File: src/rtl/bde_pkg.sv
// Shared types and constants of the button debounce and event detector.
`timescale 1ns / 1ps

package bde_pkg;

   // Fixed field widths
   localparam int CNT_W   = 16;
   localparam int DUR_W   = 32;
   localparam int IDX_W   = 3;
   localparam int MASK_W  = 6;
   localparam int CSR_W   = 16;
   localparam int CSR_A_W = 2;

   // Event codes carried in a result
   localparam logic [1:0] EV_PRESSED  = 2'd0;
   localparam logic [1:0] EV_RELEASED = 2'd1;
   localparam logic [1:0] EV_HELD     = 2'd2;
   localparam logic [1:0] EV_DOUBLE   = 2'd3;

   // Event slots of one lane, in emit order
   localparam logic [1:0] SLOT_PRESSED  = 2'd0;
   localparam logic [1:0] SLOT_DOUBLE   = 2'd1;
   localparam logic [1:0] SLOT_HELD     = 2'd2;
   localparam logic [1:0] SLOT_RELEASED = 2'd3;

   // Register indexes
   localparam logic [CSR_A_W-1:0] CSR_DEBOUNCE   = 2'd0;
   localparam logic [CSR_A_W-1:0] CSR_HOLD       = 2'd1;
   localparam logic [CSR_A_W-1:0] CSR_DBL_WINDOW = 2'd2;
   localparam logic [CSR_A_W-1:0] CSR_ACT_LOW    = 2'd3;

   // Thresholds seen by every lane
   typedef struct packed {
      logic [CNT_W-1:0] debounce_ticks;
      logic [CNT_W-1:0] hold_ticks;
      logic [CNT_W-1:0] double_click_ticks;
   } lane_cfg_type;

   // Events found by one lane in one tick; bit order matches the slots
   typedef struct packed {
      logic released;
      logic held;
      logic dbl_click;
      logic pressed;
   } lane_event_type;

   // One result item
   typedef struct packed {
      logic              event_valid;
      logic [IDX_W-1:0]  button_index;
      logic [1:0]        event_code;
      logic [DUR_W-1:0]  hold_duration;
      logic [MASK_W-1:0] pressed_mask;
      logic [MASK_W-1:0] held_mask;
      logic              last_of_tick;
   } rsp_type;

endpackage

File: src/rtl/button_debounce_event_detector.sv
// Top level of the button debounce and event detector.
// Usage: each request on req_* is one tick carrying the raw pin level of every
// button. Per tick the block debounces all buttons in parallel lanes and then
// returns one or more results on rsp_*: one per event (pressed, double
// clicked, held, released), in button index order, or a single status result
// when nothing happened. Every result carries the pressed and held masks after
// the tick; last_of_tick marks the final one.
// Thresholds and polarity are written through csr_* while the block is idle.
// The events of a tick are latched when the request is taken; the merge stage
// then returns max(1, E) results, E being the event count (at most
// 3 * NUM_BUTTONS), loading one result per cycle unless the receiver stalls.
// req_ready drops from acceptance until the last result of the tick is in
// the output register; the next tick may be taken while that result waits.
// A stalled receiver holds the output register and pauses the merge stage.
// Reset releases all buttons, clears counters and stamps, and restores the
// register defaults (debounce 20, hold 1000, double click 300, all active low).
`timescale 1ns / 1ps

module button_debounce_event_detector #(
   parameter int NUM_BUTTONS = 6,
   parameter int TICK_WIDTH  = 32
) (
   input  logic                           clock,
   input  logic                           reset,
   input  logic                           req_valid,
   output logic                           req_ready,
   input  logic [bde_pkg::MASK_W-1:0]     req_pin_levels,
   output logic                           rsp_valid,
   input  logic                           rsp_ready,
   output logic                           rsp_event_valid,
   output logic [bde_pkg::IDX_W-1:0]      rsp_button_index,
   output logic [1:0]                     rsp_event_code,
   output logic [bde_pkg::DUR_W-1:0]      rsp_hold_duration,
   output logic [bde_pkg::MASK_W-1:0]     rsp_pressed_mask,
   output logic [bde_pkg::MASK_W-1:0]     rsp_held_mask,
   output logic                           rsp_last_of_tick,
   input  logic                           csr_we,
   input  logic [bde_pkg::CSR_A_W-1:0]    csr_index,
   input  logic [bde_pkg::CSR_W-1:0]      csr_wdata
);

   bde_pkg::lane_cfg_type                          cfg_ff;
   logic [bde_pkg::MASK_W-1:0]                     act_low_ff;
   logic [TICK_WIDTH-1:0]                          tick_ff, tick_in;
   logic                                           accept, busy;
   logic [NUM_BUTTONS-1:0]                         lane_level, lane_act_low;
   logic [NUM_BUTTONS-1:0]                         lane_pressed, lane_long;
   bde_pkg::lane_event_type [NUM_BUTTONS-1:0]      lane_events;
   logic [NUM_BUTTONS-1:0][bde_pkg::DUR_W-1:0]     lane_dur;
   logic [bde_pkg::MASK_W-1:0]                     pressed_mask, held_mask;
   bde_pkg::rsp_type                               rsp;

   assign req_ready = !busy;
   assign accept    = req_valid && req_ready;
   assign tick_in   = tick_ff + 1'b1;

   // Configuration registers
   always_ff @(posedge clock) begin
      if (reset) begin
         cfg_ff.debounce_ticks     <= 16'd20;
         cfg_ff.hold_ticks         <= 16'd1000;
         cfg_ff.double_click_ticks <= 16'd300;
         act_low_ff                <= '1;
      end else if (csr_we) begin
         case (csr_index)
            bde_pkg::CSR_DEBOUNCE:   cfg_ff.debounce_ticks     <= csr_wdata;
            bde_pkg::CSR_HOLD:       cfg_ff.hold_ticks         <= csr_wdata;
            bde_pkg::CSR_DBL_WINDOW: cfg_ff.double_click_ticks <= csr_wdata;
            bde_pkg::CSR_ACT_LOW:    act_low_ff <= csr_wdata[bde_pkg::MASK_W-1:0];
            default: ;
         endcase
      end
   end

   // Advance the wrapping tick counter per request
   always_ff @(posedge clock) begin
      if (reset) begin
         tick_ff <= '0;
      end else if (accept) begin
         tick_ff <= tick_in;
      end
   end

   // Lanes beyond the pin field see a released, active-high pin
   for (genvar i = 0; i < NUM_BUTTONS; i++) begin : g_lane
      if (i < bde_pkg::MASK_W) begin : g_pin
         assign lane_level[i]   = req_pin_levels[i];
         assign lane_act_low[i] = act_low_ff[i];
      end else begin : g_nopin
         assign lane_level[i]   = 1'b0;
         assign lane_act_low[i] = 1'b0;
      end

      bde_lane #(
         .TICK_WIDTH(TICK_WIDTH)
      ) u_lane (
         .clock      (clock),
         .reset      (reset),
         .step       (accept),
         .level      (lane_level[i]),
         .active_low (lane_act_low[i]),
         .tick       (tick_in),
         .cfg        (cfg_ff),
         .events     (lane_events[i]),
         .duration   (lane_dur[i]),
         .pressed    (lane_pressed[i]),
         .long_press (lane_long[i])
      );
   end

   // Status masks cover the first six buttons
   for (genvar m = 0; m < bde_pkg::MASK_W; m++) begin : g_mask
      if (m < NUM_BUTTONS) begin : g_on
         assign pressed_mask[m] = lane_pressed[m];
         assign held_mask[m]    = lane_pressed[m] && lane_long[m];
      end else begin : g_off
         assign pressed_mask[m] = 1'b0;
         assign held_mask[m]    = 1'b0;
      end
   end

   bde_merge #(
      .NUM_BUTTONS(NUM_BUTTONS)
   ) u_merge (
      .clock        (clock),
      .reset        (reset),
      .start        (accept),
      .events       (lane_events),
      .durations    (lane_dur),
      .pressed_mask (pressed_mask),
      .held_mask    (held_mask),
      .rsp_ready    (rsp_ready),
      .rsp_valid    (rsp_valid),
      .rsp          (rsp),
      .busy         (busy)
   );

   assign rsp_event_valid   = rsp.event_valid;
   assign rsp_button_index  = rsp.button_index;
   assign rsp_event_code    = rsp.event_code;
   assign rsp_hold_duration = rsp.hold_duration;
   assign rsp_pressed_mask  = rsp.pressed_mask;
   assign rsp_held_mask     = rsp.held_mask;
   assign rsp_last_of_tick  = rsp.last_of_tick;

endmodule

File: src/rtl/bde_lane.sv
// One button lane: polarity, debounce counter, press/release stamps and event flags.
`timescale 1ns / 1ps

module bde_lane #(
   parameter int TICK_WIDTH = 32
) (
   input  logic                         clock,
   input  logic                         reset,
   input  logic                         step,
   input  logic                         level,
   input  logic                         active_low,
   input  logic [TICK_WIDTH-1:0]        tick,
   input  bde_pkg::lane_cfg_type        cfg,
   output bde_pkg::lane_event_type      events,
   output logic [bde_pkg::DUR_W-1:0]    duration,
   output logic                         pressed,
   output logic                         long_press
);

   logic [bde_pkg::CNT_W-1:0] count_ff, count_in, count_inc;
   logic                      stable_ff, stable_in;
   logic                      held_ff, held_in, held_mid;
   logic                      pending_ff, pending_in, pending_mid;
   logic [TICK_WIDTH-1:0]     press_stamp_ff, press_stamp_in;
   logic [TICK_WIDTH-1:0]     release_stamp_ff, release_stamp_in;
   logic [bde_pkg::DUR_W-1:0] dur_ff, dur_in;
   logic                      long_ff, long_in;

   logic                      cur, differ, change, is_press, is_release;
   logic [TICK_WIDTH-1:0]     since_press_old, since_press_new;
   logic [TICK_WIDTH-1:0]     since_rel_old, since_rel_new;
   logic [TICK_WIDTH-1:0]     hold_ext, window_ext;

   // Debounce and event decisions for this tick
   always_comb begin
      cur        = level ^ active_low;
      count_inc  = count_ff + 1'b1;
      differ     = cur != stable_ff;
      change     = differ && (count_inc >= cfg.debounce_ticks);
      is_press   = change && cur;
      is_release = change && !cur;

      since_press_old = tick - press_stamp_ff;
      since_rel_old   = tick - release_stamp_ff;
      since_press_new = is_press ? '0 : since_press_old;
      since_rel_new   = is_release ? '0 : since_rel_old;
      hold_ext        = TICK_WIDTH'(cfg.hold_ticks);
      window_ext      = TICK_WIDTH'(cfg.double_click_ticks);

      events.pressed   = is_press;
      events.dbl_click = is_press && pending_ff && (since_rel_old <= window_ext);
      // a release after a hold stays silent
      events.released  = is_release && !held_ff;

      held_mid = change ? 1'b0 : held_ff;
      if (is_press) begin
         pending_mid = pending_ff && !events.dbl_click;
      end else if (is_release) begin
         pending_mid = !held_ff;
      end else begin
         pending_mid = pending_ff;
      end

      stable_in   = change ? cur : stable_ff;
      long_in     = stable_in && (since_press_new >= hold_ext);
      events.held = long_in && !held_mid;
      held_in     = held_mid || events.held;

      // expire a click whose window has passed
      pending_in = pending_mid && !(since_rel_new > window_ext);

      count_in         = (change || !differ) ? '0 : count_inc;
      press_stamp_in   = is_press ? tick : press_stamp_ff;
      release_stamp_in = is_release ? tick : release_stamp_ff;

      if (events.released) begin
         dur_in = bde_pkg::DUR_W'(since_press_old);
      end else if (events.held) begin
         dur_in = bde_pkg::DUR_W'(since_press_new);
      end else begin
         dur_in = '0;
      end
   end

   // Advance lane state once per accepted request
   always_ff @(posedge clock) begin
      if (reset) begin
         count_ff         <= '0;
         stable_ff        <= 1'b0;
         held_ff          <= 1'b0;
         pending_ff       <= 1'b0;
         press_stamp_ff   <= '0;
         release_stamp_ff <= '0;
         long_ff          <= 1'b0;
      end else if (step) begin
         count_ff         <= count_in;
         stable_ff        <= stable_in;
         held_ff          <= held_in;
         pending_ff       <= pending_in;
         press_stamp_ff   <= press_stamp_in;
         release_stamp_ff <= release_stamp_in;
         long_ff          <= long_in;
      end
   end

   // Hold the event duration for the merge stage
   always_ff @(posedge clock) begin
      if (step) begin
         dur_ff <= dur_in;
      end
   end

   assign duration   = dur_ff;
   assign pressed    = stable_ff;
   assign long_press = long_ff;

endmodule

File: src/rtl/bde_merge.sv
// Merge stage: serializes lane events in button order into the result register.
`timescale 1ns / 1ps

module bde_merge #(
   parameter int NUM_BUTTONS = 6
) (
   input  logic                                          clock,
   input  logic                                          reset,
   input  logic                                          start,
   input  bde_pkg::lane_event_type [NUM_BUTTONS-1:0]     events,
   input  logic [NUM_BUTTONS-1:0][bde_pkg::DUR_W-1:0]    durations,
   input  logic [bde_pkg::MASK_W-1:0]                    pressed_mask,
   input  logic [bde_pkg::MASK_W-1:0]                    held_mask,
   input  logic                                          rsp_ready,
   output logic                                          rsp_valid,
   output bde_pkg::rsp_type                              rsp,
   output logic                                          busy
);

   localparam int BTN_W  = (NUM_BUTTONS > 1) ? $clog2(NUM_BUTTONS) : 1;
   localparam int FLAT_W = 4 * NUM_BUTTONS;

   logic [NUM_BUTTONS-1:0][3:0] pending_ff;
   logic [FLAT_W-1:0]           flat, rest;
   logic                        busy_ff, valid_ff, load;
   bde_pkg::rsp_type            rsp_ff, rsp_in;
   logic [BTN_W-1:0]            sel_btn;
   logic [1:0]                  sel_slot;

   // Find the first pending event, buttons in index order
   always_comb begin
      sel_btn  = '0;
      sel_slot = bde_pkg::SLOT_PRESSED;
      for (int b = NUM_BUTTONS - 1; b >= 0; b--) begin
         for (int s = 3; s >= 0; s--) begin
            if (pending_ff[b][s]) begin
               sel_btn  = BTN_W'(b);
               sel_slot = 2'(s);
            end
         end
      end
      flat = pending_ff;
      rest = flat & (flat - 1'b1);
   end

   // Build the next result
   always_comb begin
      rsp_in.pressed_mask  = pressed_mask;
      rsp_in.held_mask     = held_mask;
      rsp_in.event_valid   = |flat;
      rsp_in.button_index  = '0;
      rsp_in.event_code    = bde_pkg::EV_PRESSED;
      rsp_in.hold_duration = '0;
      rsp_in.last_of_tick  = ~|rest;
      if (|flat) begin
         rsp_in.button_index = bde_pkg::IDX_W'(sel_btn);
         case (sel_slot)
            bde_pkg::SLOT_PRESSED: begin
               rsp_in.event_code = bde_pkg::EV_PRESSED;
            end
            bde_pkg::SLOT_DOUBLE: begin
               rsp_in.event_code = bde_pkg::EV_DOUBLE;
            end
            bde_pkg::SLOT_HELD: begin
               rsp_in.event_code    = bde_pkg::EV_HELD;
               rsp_in.hold_duration = durations[sel_btn];
            end
            default: begin
               rsp_in.event_code    = bde_pkg::EV_RELEASED;
               rsp_in.hold_duration = durations[sel_btn];
            end
         endcase
      end
   end

   assign load = busy_ff && (!valid_ff || rsp_ready);

   // Latch events at accept, drop one per result loaded
   always_ff @(posedge clock) begin
      if (reset) begin
         pending_ff <= '0;
         busy_ff    <= 1'b0;
         valid_ff   <= 1'b0;
      end else begin
         if (start) begin
            pending_ff <= events;
            busy_ff    <= 1'b1;
         end else if (load) begin
            pending_ff <= rest;
            busy_ff    <= |rest;
         end
         if (load) begin
            valid_ff <= 1'b1;
         end else if (rsp_ready) begin
            valid_ff <= 1'b0;
         end
      end
   end

   // Result register
   always_ff @(posedge clock) begin
      if (load) begin
         rsp_ff <= rsp_in;
      end
   end

   assign rsp_valid = valid_ff;
   assign rsp       = rsp_ff;
   assign busy      = busy_ff;

endmodule

File: config.mk
export PLATFORM = sky130hd
export DESIGN_NAME = button_debounce_event_detector
export DESIGN_NICKNAME = d
export VERILOG_FILES = /design/src/rtl/bde_pkg.sv /design/src/rtl/button_debounce_event_detector.sv /design/src/rtl/bde_lane.sv /design/src/rtl/bde_merge.sv
export SDC_FILE = /design/constraint.sdc
export NUM_CORES = 2
export LEC_CHECK = 0
export BUFFER_PORTS_ARGS = -buffer_cell sky130_fd_sc_hd__buf_2
export CAP_MARGIN = 0
export CORE_MARGIN = 2
export CORE_UTILIZATION = 60
export DETAILED_ROUTE_END_ITERATION = 10
export HOLD_SLACK_MARGIN = 0.05
export PLACE_DENSITY = 0.76
export SKIP_CTS_REPAIR_TIMING = 1
export SYNTH_ARGS = -nofsm -noshare
export SYNTH_HDL_FRONTEND = slang
export SYNTH_SLANG_ARGS = --single-unit
File: constraint.sdc
create_clock -name clock -period 14.9 [get_ports clock]
set_input_delay 3.725 -clock clock [delete_from_list [all_inputs] [get_ports clock]]
set_output_delay 3.725 -clock clock [all_outputs]
set_load 0.1 [all_outputs]
==> After elaboration in Yosys (flattened, before gate mapping) <==
Index checks and enable logic that the tools add are counted.
Widths: inputs -> output; s select.
{ "totals": {"ff_bits": 859, "elab_cells": 386, "input_bits": 29, "out_inout_bits": 53} }
{ "op_classes": {"eq_ne": 11, "n_reduce_logical": 143, "n_addsub": 20, "n_bitwise": 8, "n_mux": 111, "order_cmp": 25} }
{ "op_table": {"columns": ["operator", "count"], "rows": [
  ["$mux 32", 25],
  ["$sub 32x32->32", 12],
  ["$ge 32x16->1", 6],
  ["$gt 32x16->1", 6],
  ["$le 32x16->1", 6],
  ["$add 16x1->16 const B", 6],
  ["$bmux 32 s3", 1],
  ["$ge 16x16->1", 6],
  ["$mux 16", 6],
  ["$mux 3", 24],
  ["$logic_and 1x1->1", 68],
  ["$mux 2", 24],
  ["$mux 24", 2],
  ["$reduce_or 24->1", 2],
  ["$logic_not 1->1", 39],
  ["$add 32x1->32 const B", 1],
  ["$reduce_and 2->1", 16],
  ["$mux 1", 28],
  ["$and 24x24->24", 1],
  ["$sub 24x1->24 const B", 1],
  ["$logic_or 1x1->1", 13],
  ["$eq 2x2->1 const B", 3],
  ["$ne 1x1->1", 6],
  ["$pmux 2 s3", 1],
  ["other kinds (7)", 15]
]} }

==> Longest topological paths before layout <==
{ "logic_depth": {"ltp_word": 26, "ltp_mapped": 29, "ltp_nobuf": 28} }

==> By module <==
Synthesis repeated with hierarchy kept, for this count alone.
{ "unflattened": {"cells_unflattened": 9162, "area_unflattened_um2": 71143.2} }
{ "modules_own_cells": {"columns": ["module", "n_inst", "area_each_um2", "seq_area_each_um2", "cells_per_inst"], "rows": [
  ["bde_lane (g_lane[3].u_lane ...)", 2, 10458.8, 2642.5, 1372],
  ["bde_lane (g_lane[0].u_lane)", 1, 10535.1, 2642.5, 1359],
  ["bde_lane (g_lane[5].u_lane)", 1, 10168.5, 2642.5, 1350],
  ["bde_lane (g_lane[2].u_lane)", 1, 10164.7, 2642.5, 1344],
  ["bde_lane (g_lane[1].u_lane)", 1, 10029.6, 2642.5, 1314],
  ["bde_merge", 1, 5278.8, 2052.0, 538],
  ["button_debounce_event_detector", 1, 4048.9, 1721.7, 513]
]} }

==> Least setup slack after synthesis <==
No wires, ideal clock.
{ "synth_path": {"path_kind": "input -> register", "start": "in req_valid", "end": "reg tick_ff[24]", "setup_slack_ns": 4.558, "t_required_ns": 14.509, "setup_ns": 0.391, "t_arrival_ns": 9.951, "path_buffers": 2, "path_stages": 5, "path_cell_list": "nand2_1 > clkinv_1 > clkbuf_1 > clkbuf_1 > a211oi_1"} }
{ "synth_between": {"elab_chain_cells": 1} }
{ "synth_rtl": {"columns": ["item", "line", "rtl"], "rows": [
  ["start, declared", "button_debounce_event_detector.sv:25", "input logic req_valid,"],
  ["$logic_and 1x1->1", "button_debounce_event_detector.sv:54", "assign accept = req_valid && req_ready;"],
  ["net accept", "button_debounce_event_detector.sv:45", "logic accept, busy;"],
  ["end signal, assigned", "button_debounce_event_detector.sv:80", "tick_ff <= tick_in;"],
  ["end, declared", "button_debounce_event_detector.sv:44", "logic [TICK_WIDTH-1:0] tick_ff, tick_in;"]
]} }
The timed path passes the listed nets, and every way through them passes these cells.
A chain may end at the register's enable or synchronous reset.

==> Final worst setup path <==
{ "layout_path": {"start": "in req_pin_levels[4] (netlist bit)", "end": "reg g_lane[4].u_lane.dur_ff (netlist bit g_lane[4].u_lane.duration[3]) (data pin)"} }
{ "layout_between": {"elab_chain_cells": 10, "elab_cells_between_ends": 16, "classes_between": "order compare: 1; eq/ne: 1; mux: 5; bitwise: 1; reduce/logical: 8"} }
{ "layout_rtl": {"columns": ["item", "line", "rtl"], "rows": [
  ["start, declared", "button_debounce_event_detector.sv:27", "input logic [bde_pkg::MASK_W-1:0] req_pin_levels,"],
  ["$xor 1x1->1 *", "bde_lane.sv:36", "cur = level ^ active_low;"],
  ["$ne 1x1->1", "bde_lane.sv:38", "differ = cur != stable_ff;"],
  ["$logic_and 1x1->1", "bde_lane.sv:39", "change = differ && (count_inc >= cfg.debounce_ticks);"],
  ["$logic_and 1x1->1", "bde_lane.sv:40", "is_press = change && cur;"],
  ["$mux 32", "bde_lane.sv:45", "since_press_new = is_press ? '0 : since_press_old;"],
  ["$ge 32x16->1", "bde_lane.sv:65", "long_in = stable_in && (since_press_new >= hold_ext);"],
  ["$logic_and 1x1->1", "bde_lane.sv:65", null],
  ["$logic_and 1x1->1", "bde_lane.sv:66", "events.held = long_in && !held_mid;"],
  ["$mux 32", "bde_lane.sv:78", "end else if (events.held) begin"],
  ["$mux 32 *", "bde_lane.sv:76", "if (events.released) begin"],
  ["net g_lane[4].u_lane.dur_in, one bit", "bde_lane.sv:26", "logic [bde_pkg::DUR_W-1:0] dur_ff, dur_in;"],
  ["end signal, assigned", "bde_lane.sv:109", "dur_ff <= dur_in;"],
  ["end, declared", "bde_lane.sv:26", null]
]} }
Mark *: on every way through the listed nets, which the timed path passes. The rest lies on a longest branch.

==> flow_metrics.env <==
export IMPL_cts_sinks=859
export IMPL_synth_edf_count=243
export IMPL_worst_pin_slew_ns=1.23
export IMPL_layout_commonest_cell="nor2_1"
export IMPL_overflow=0
export IMPL_initial_core_util=0.604
export IMPL_synth_top_flop_cell="dfxtp_1"
export IMPL_syn_avg_cell_area_um2=8.09
export IMPL_cp_cell_sequence="buf_2 -> xnor2_1 -> nor3_2 -> buf_4 -> or2_2 -> ha_1 -> nand2b_1 -> a21oi_1 -> nor2b_1 -> o21ai_0 -> a21oi_1 -> o41ai_1 -> nand3b_1 -> nor4bb_1 -> o2111ai_1 -> nor2_2 -> nor3_1"
export IMPL_r2r_cells=25
export IMPL_maxCapViolCount=0
export IMPL_seqPwrFrac=0.366
export IMPL_gp_congestion=1.01
export IMPL_cts_root_buffer="clkbuf_16"
export IMPL_grt_pass1_vias=59018
export IMPL_critPathKind="in -> reg"
export IMPL_run_status="finished, final reports clean"
export IMPL_grt_pass1_wl_mm=350
export IMPL_layout_common_cells="nor2_1 (992), ha_1 (765), a21oi_1 (622), dfxtp_1 (616), nand2_1 (594)"
export IMPL_rsz0062_at_grt="no"
export IMPL_grt_util_all_layers=0.404
export IMPL_drive_gt1_frac=0.0617
export IMPL_pwr_share_clk=0.379
export IMPL_die_h_um=338
export IMPL_grtUsageMet1=0.496
export IMPL_htree_levels=3
export IMPL_max_freq_mhz=127
export IMPL_irDropWorstVdd_mv=0.117
export IMPL_nNetsFinal=8952
export IMPL_p_comb_frac=0.256
export IMPL_grt_most_used_layer="met2"
export IMPL_cp_max_fo=16
export IMPL_synthDistinctLibCells=102
export IMPL_crit_required_ns=15.34
export IMPL_whs_ns=0.449
export IMPL_vias_per_cell=6.46
export IMPL_r2r_end="g_lane[1].u_lane.duration[14]$_DFFE_PP_"
export IMPL_async_reset_ff_frac=0
export IMPL_min_period_over_period=0.527
export IMPL_clk_pin_slew_ns=0.06
export IMPL_drtAntennaViolNets=0
export IMPL_ys_ff_latch=859
export IMPL_r2r_start="tick_ff[0]$_SDFFE_PP0P_"
export IMPL_skew_ns=0.0269
export IMPL_synth_warnings=0
export IMPL_cts_buffers=98
export IMPL_grt_antenna_before_repair=6
export IMPL_dp_hpwl_mm=174
export IMPL_gr_usage_met2=0.652
export IMPL_netlist_area_mm2=0.0668
export IMPL_p_int_w=0.00454
export IMPL_finalPower_w=0.00677
export IMPL_fin_crit_ns=7.86
export IMPL_maxSlewHeadroom=0.179
export IMPL_crit_buf_inv=2
export IMPL_p_leak_nw=30.5
export IMPL_hold_path_cell_count=2
export IMPL_met3_usage=0.0622
export IMPL_start_kind="input pin"
export IMPL_drt_pre_antenna_iters=6
export IMPL_fp_coreArea_mm2=0.111
export IMPL_p_per_area_mw_per_mm2=94.0
export IMPL_max_stage_delay_ns=0.78
export IMPL_clk_latency_ns=0.73
export IMPL_rows=122
export IMPL_hold_path_class="reg -> reg"
export IMPL_num_vias=62763
export IMPL_hp_start="g_lane[0].u_lane.long_press$_SDFFE_PP0P_"
export IMPL_power_switching_w=0.00222
export IMPL_cpMostUsedCell="a21oi_1"
export IMPL_io_pin_count=82
export IMPL_port_buffers=81
export IMPL_drc_errors=0
export IMPL_end_kind="register"
export IMPL_tritoncts="yes"
export IMPL_cts_max_path_buffers=3
export IMPL_syn_inst=8248
export IMPL_synth_net_count=9054
export IMPL_drt_iter0_markers=6239
export IMPL_fin_util=0.651
export IMPL_nFillCells=9622
export IMPL_crit_family="simple AND/OR/NAND/NOR gates"
export IMPL_grt_max_degree=197
export IMPL_slew_violations=0
export IMPL_hold_viol_final=0
export IMPL_reg2reg_setup_slack_ns=7.10
export IMPL_arrival_ns=8.29
export IMPL_ys_seq_area_frac=0.294
export IMPL_wl_mm=236
export IMPL_finalSetupTns_ns=0
export IMPL_area_delta_synth_final_pct=7.80
export IMPL_dieArea_mm2=0.114
export IMPL_slowest_stage="o41ai_1"
export IMPL_hold_end="g_lane[0].u_lane.long_press$_SDFFE_PP0P_"
export IMPL_wire_per_inst_um=24.3
export IMPL_swShare=0.329
export IMPL_die_x_um=338
export IMPL_setup_viol=0
[registers in the layout, indices dropped and copies added (netlist names)]
name,cells
g_lane.u_lane.press_stamp_ff,192
u_merge.busy,1
g_lane.u_lane.pending_ff,6
cfg_ff,48
u_merge.rsp_valid,1
u_merge.rsp,51
g_lane.u_lane.release_stamp_ff,192
tick_ff,32
g_lane.u_lane.count_ff,96
g_lane.u_lane.duration,192
g_lane.u_lane.long_press,6
g_lane.u_lane.pressed,6
u_merge.flat,24
act_low_ff,6
g_lane.u_lane.held_ff,6
[worst register-to-register path, stage by stage, from the launching register on]
cell and delay, ns:
dfxtp_1 0.33, buf_4 0.27, and3_1 0.30, xnor2_1 0.14
buf_4 0.40, inv_1 0.10, buf_4 0.30, ha_1 0.42
a21o_1 0.20, a21oi_1 0.44, nand2_1 0.24, a211oi_1 0.51
o21ai_0 0.18, xnor2_1 0.61, nor2_1 0.09, ha_1 0.32
a21o_1 0.18, a21o_1 0.17, a21oi_1 0.12, o21ai_0 0.09
a21oi_1 0.43, nand4_1 0.16, nor4_1 0.22, nand4_1 0.21
nor3_2 0.92, nor3_1 0.15
[stage by stage]
step | setup WS (ns) | std cells | cell area [µm²]
5_1_grt | 6.74 | 9717 | 72000
3_5_place_dp | 6.46 | 9534 | 68600
4_1_cts | 7.18 | 9716 | 72000
6_report | 7.04 | 9718 | 72000
3_3_place_gp | 6.60 | 9534 | 68600
2_1_floorplan | 4.56 | 8248 | 66800
[per-layer routing]
layer,up-vias,share of wire,routed length (µm)
li1,29600,-,-
met1,29499,0.39,91700
met2,2872,0.45,106000
met3,792,0.085,20100
met4,0,0.079,18700
met5,-,0,0
[cells by family after synthesis]
kind of cell | after synthesis | synth area share
and+or+nand+nor | 2793 | 0.201
muxes | 71 | 0.0167
buffers and inverters | 981 | 0.0556
xor gates and xnor gates | 445 | 0.0585
DFF | 859 | 0.294
AOI/OAI and AO/OA | 2320 | 0.227
adders and majority gates | 779 | 0.147
[cells in the mapped netlist (all sizes together) (166+ instances only)]
| cell type | n | area [µm²] |
|---|---|---|
| a211oi | 434 | 3260 |
| xor2 | 206 | 1800 |
| inv | 568 | 2130 |
| clkbuf | 384 | 1440 |
| nand3 | 166 | 836 |
| a21oi | 623 | 3120 |
| edfxtp | 243 | 7300 |
| xnor2 | 239 | 2100 |
| nor2 | 998 | 3750 |
| ha | 765 | 9570 |
| dfxtp | 616 | 12300 |
| a21o | 246 | 1850 |
| o21ai | 404 | 2030 |
| nand2 | 597 | 2240 |
[area by class of cell]
| type | instances | area [µm²] | area share |
|---|---|---|---|
| tap | 1488 | 1860 | 0.0259 |
| timing repair buffer | 208 | 1390 | 0.0194 |
| sequential | 859 | 19600 | 0.273 |
| clock buffer | 136 | 2820 | 0.0392 |
| multi-input combinational | 6408 | 43600 | 0.605 |
| clock inverter | 46 | 528 | 0.00734 |
| inverter | 571 | 2150 | 0.0299 |
| antenna | 2 | 5.00 | 0.0000695 |
[how the worst max path moves through the flow]
stage,cells after the start,to,startpoint,slack [ns]
final,17,g_lane[4].u_lane.duration[3]$_DFFE_PP_,req_pin_levels[4],7.04
after global routing,26,g_lane[1].u_lane.duration[12]$_DFFE_PP_,tick_ff[1]$_SDFFE_PP0P_,6.74
after CTS,20,g_lane[1].u_lane.duration[14]$_DFFE_PP_,req_pin_levels[1],7.18
after detailed placement,20,g_lane[1].u_lane.duration[10]$_DFFE_PP_,req_pin_levels[1],6.46
after global placement,17,g_lane[0].u_lane.long_press$_SDFFE_PP0P_,req_pin_levels[0],6.60
after floorplan,5,tick_ff[24]$_SDFFE_PP0P_,req_valid,4.56
[power by group through the flow]
stage	registers, W	clock network, W	logic [W]
final	0.00247	0.00256	0.00173
after global routing	0.00248	0.00266	0.00185
after CTS	0.00247	0.00258	0.00169
after detailed placement	0.00252	0	0.00168
after global placement	0.00252	0	0.00165
after floorplan	0.00259	0	0.00110
Power figures use the tool's default switching activity.
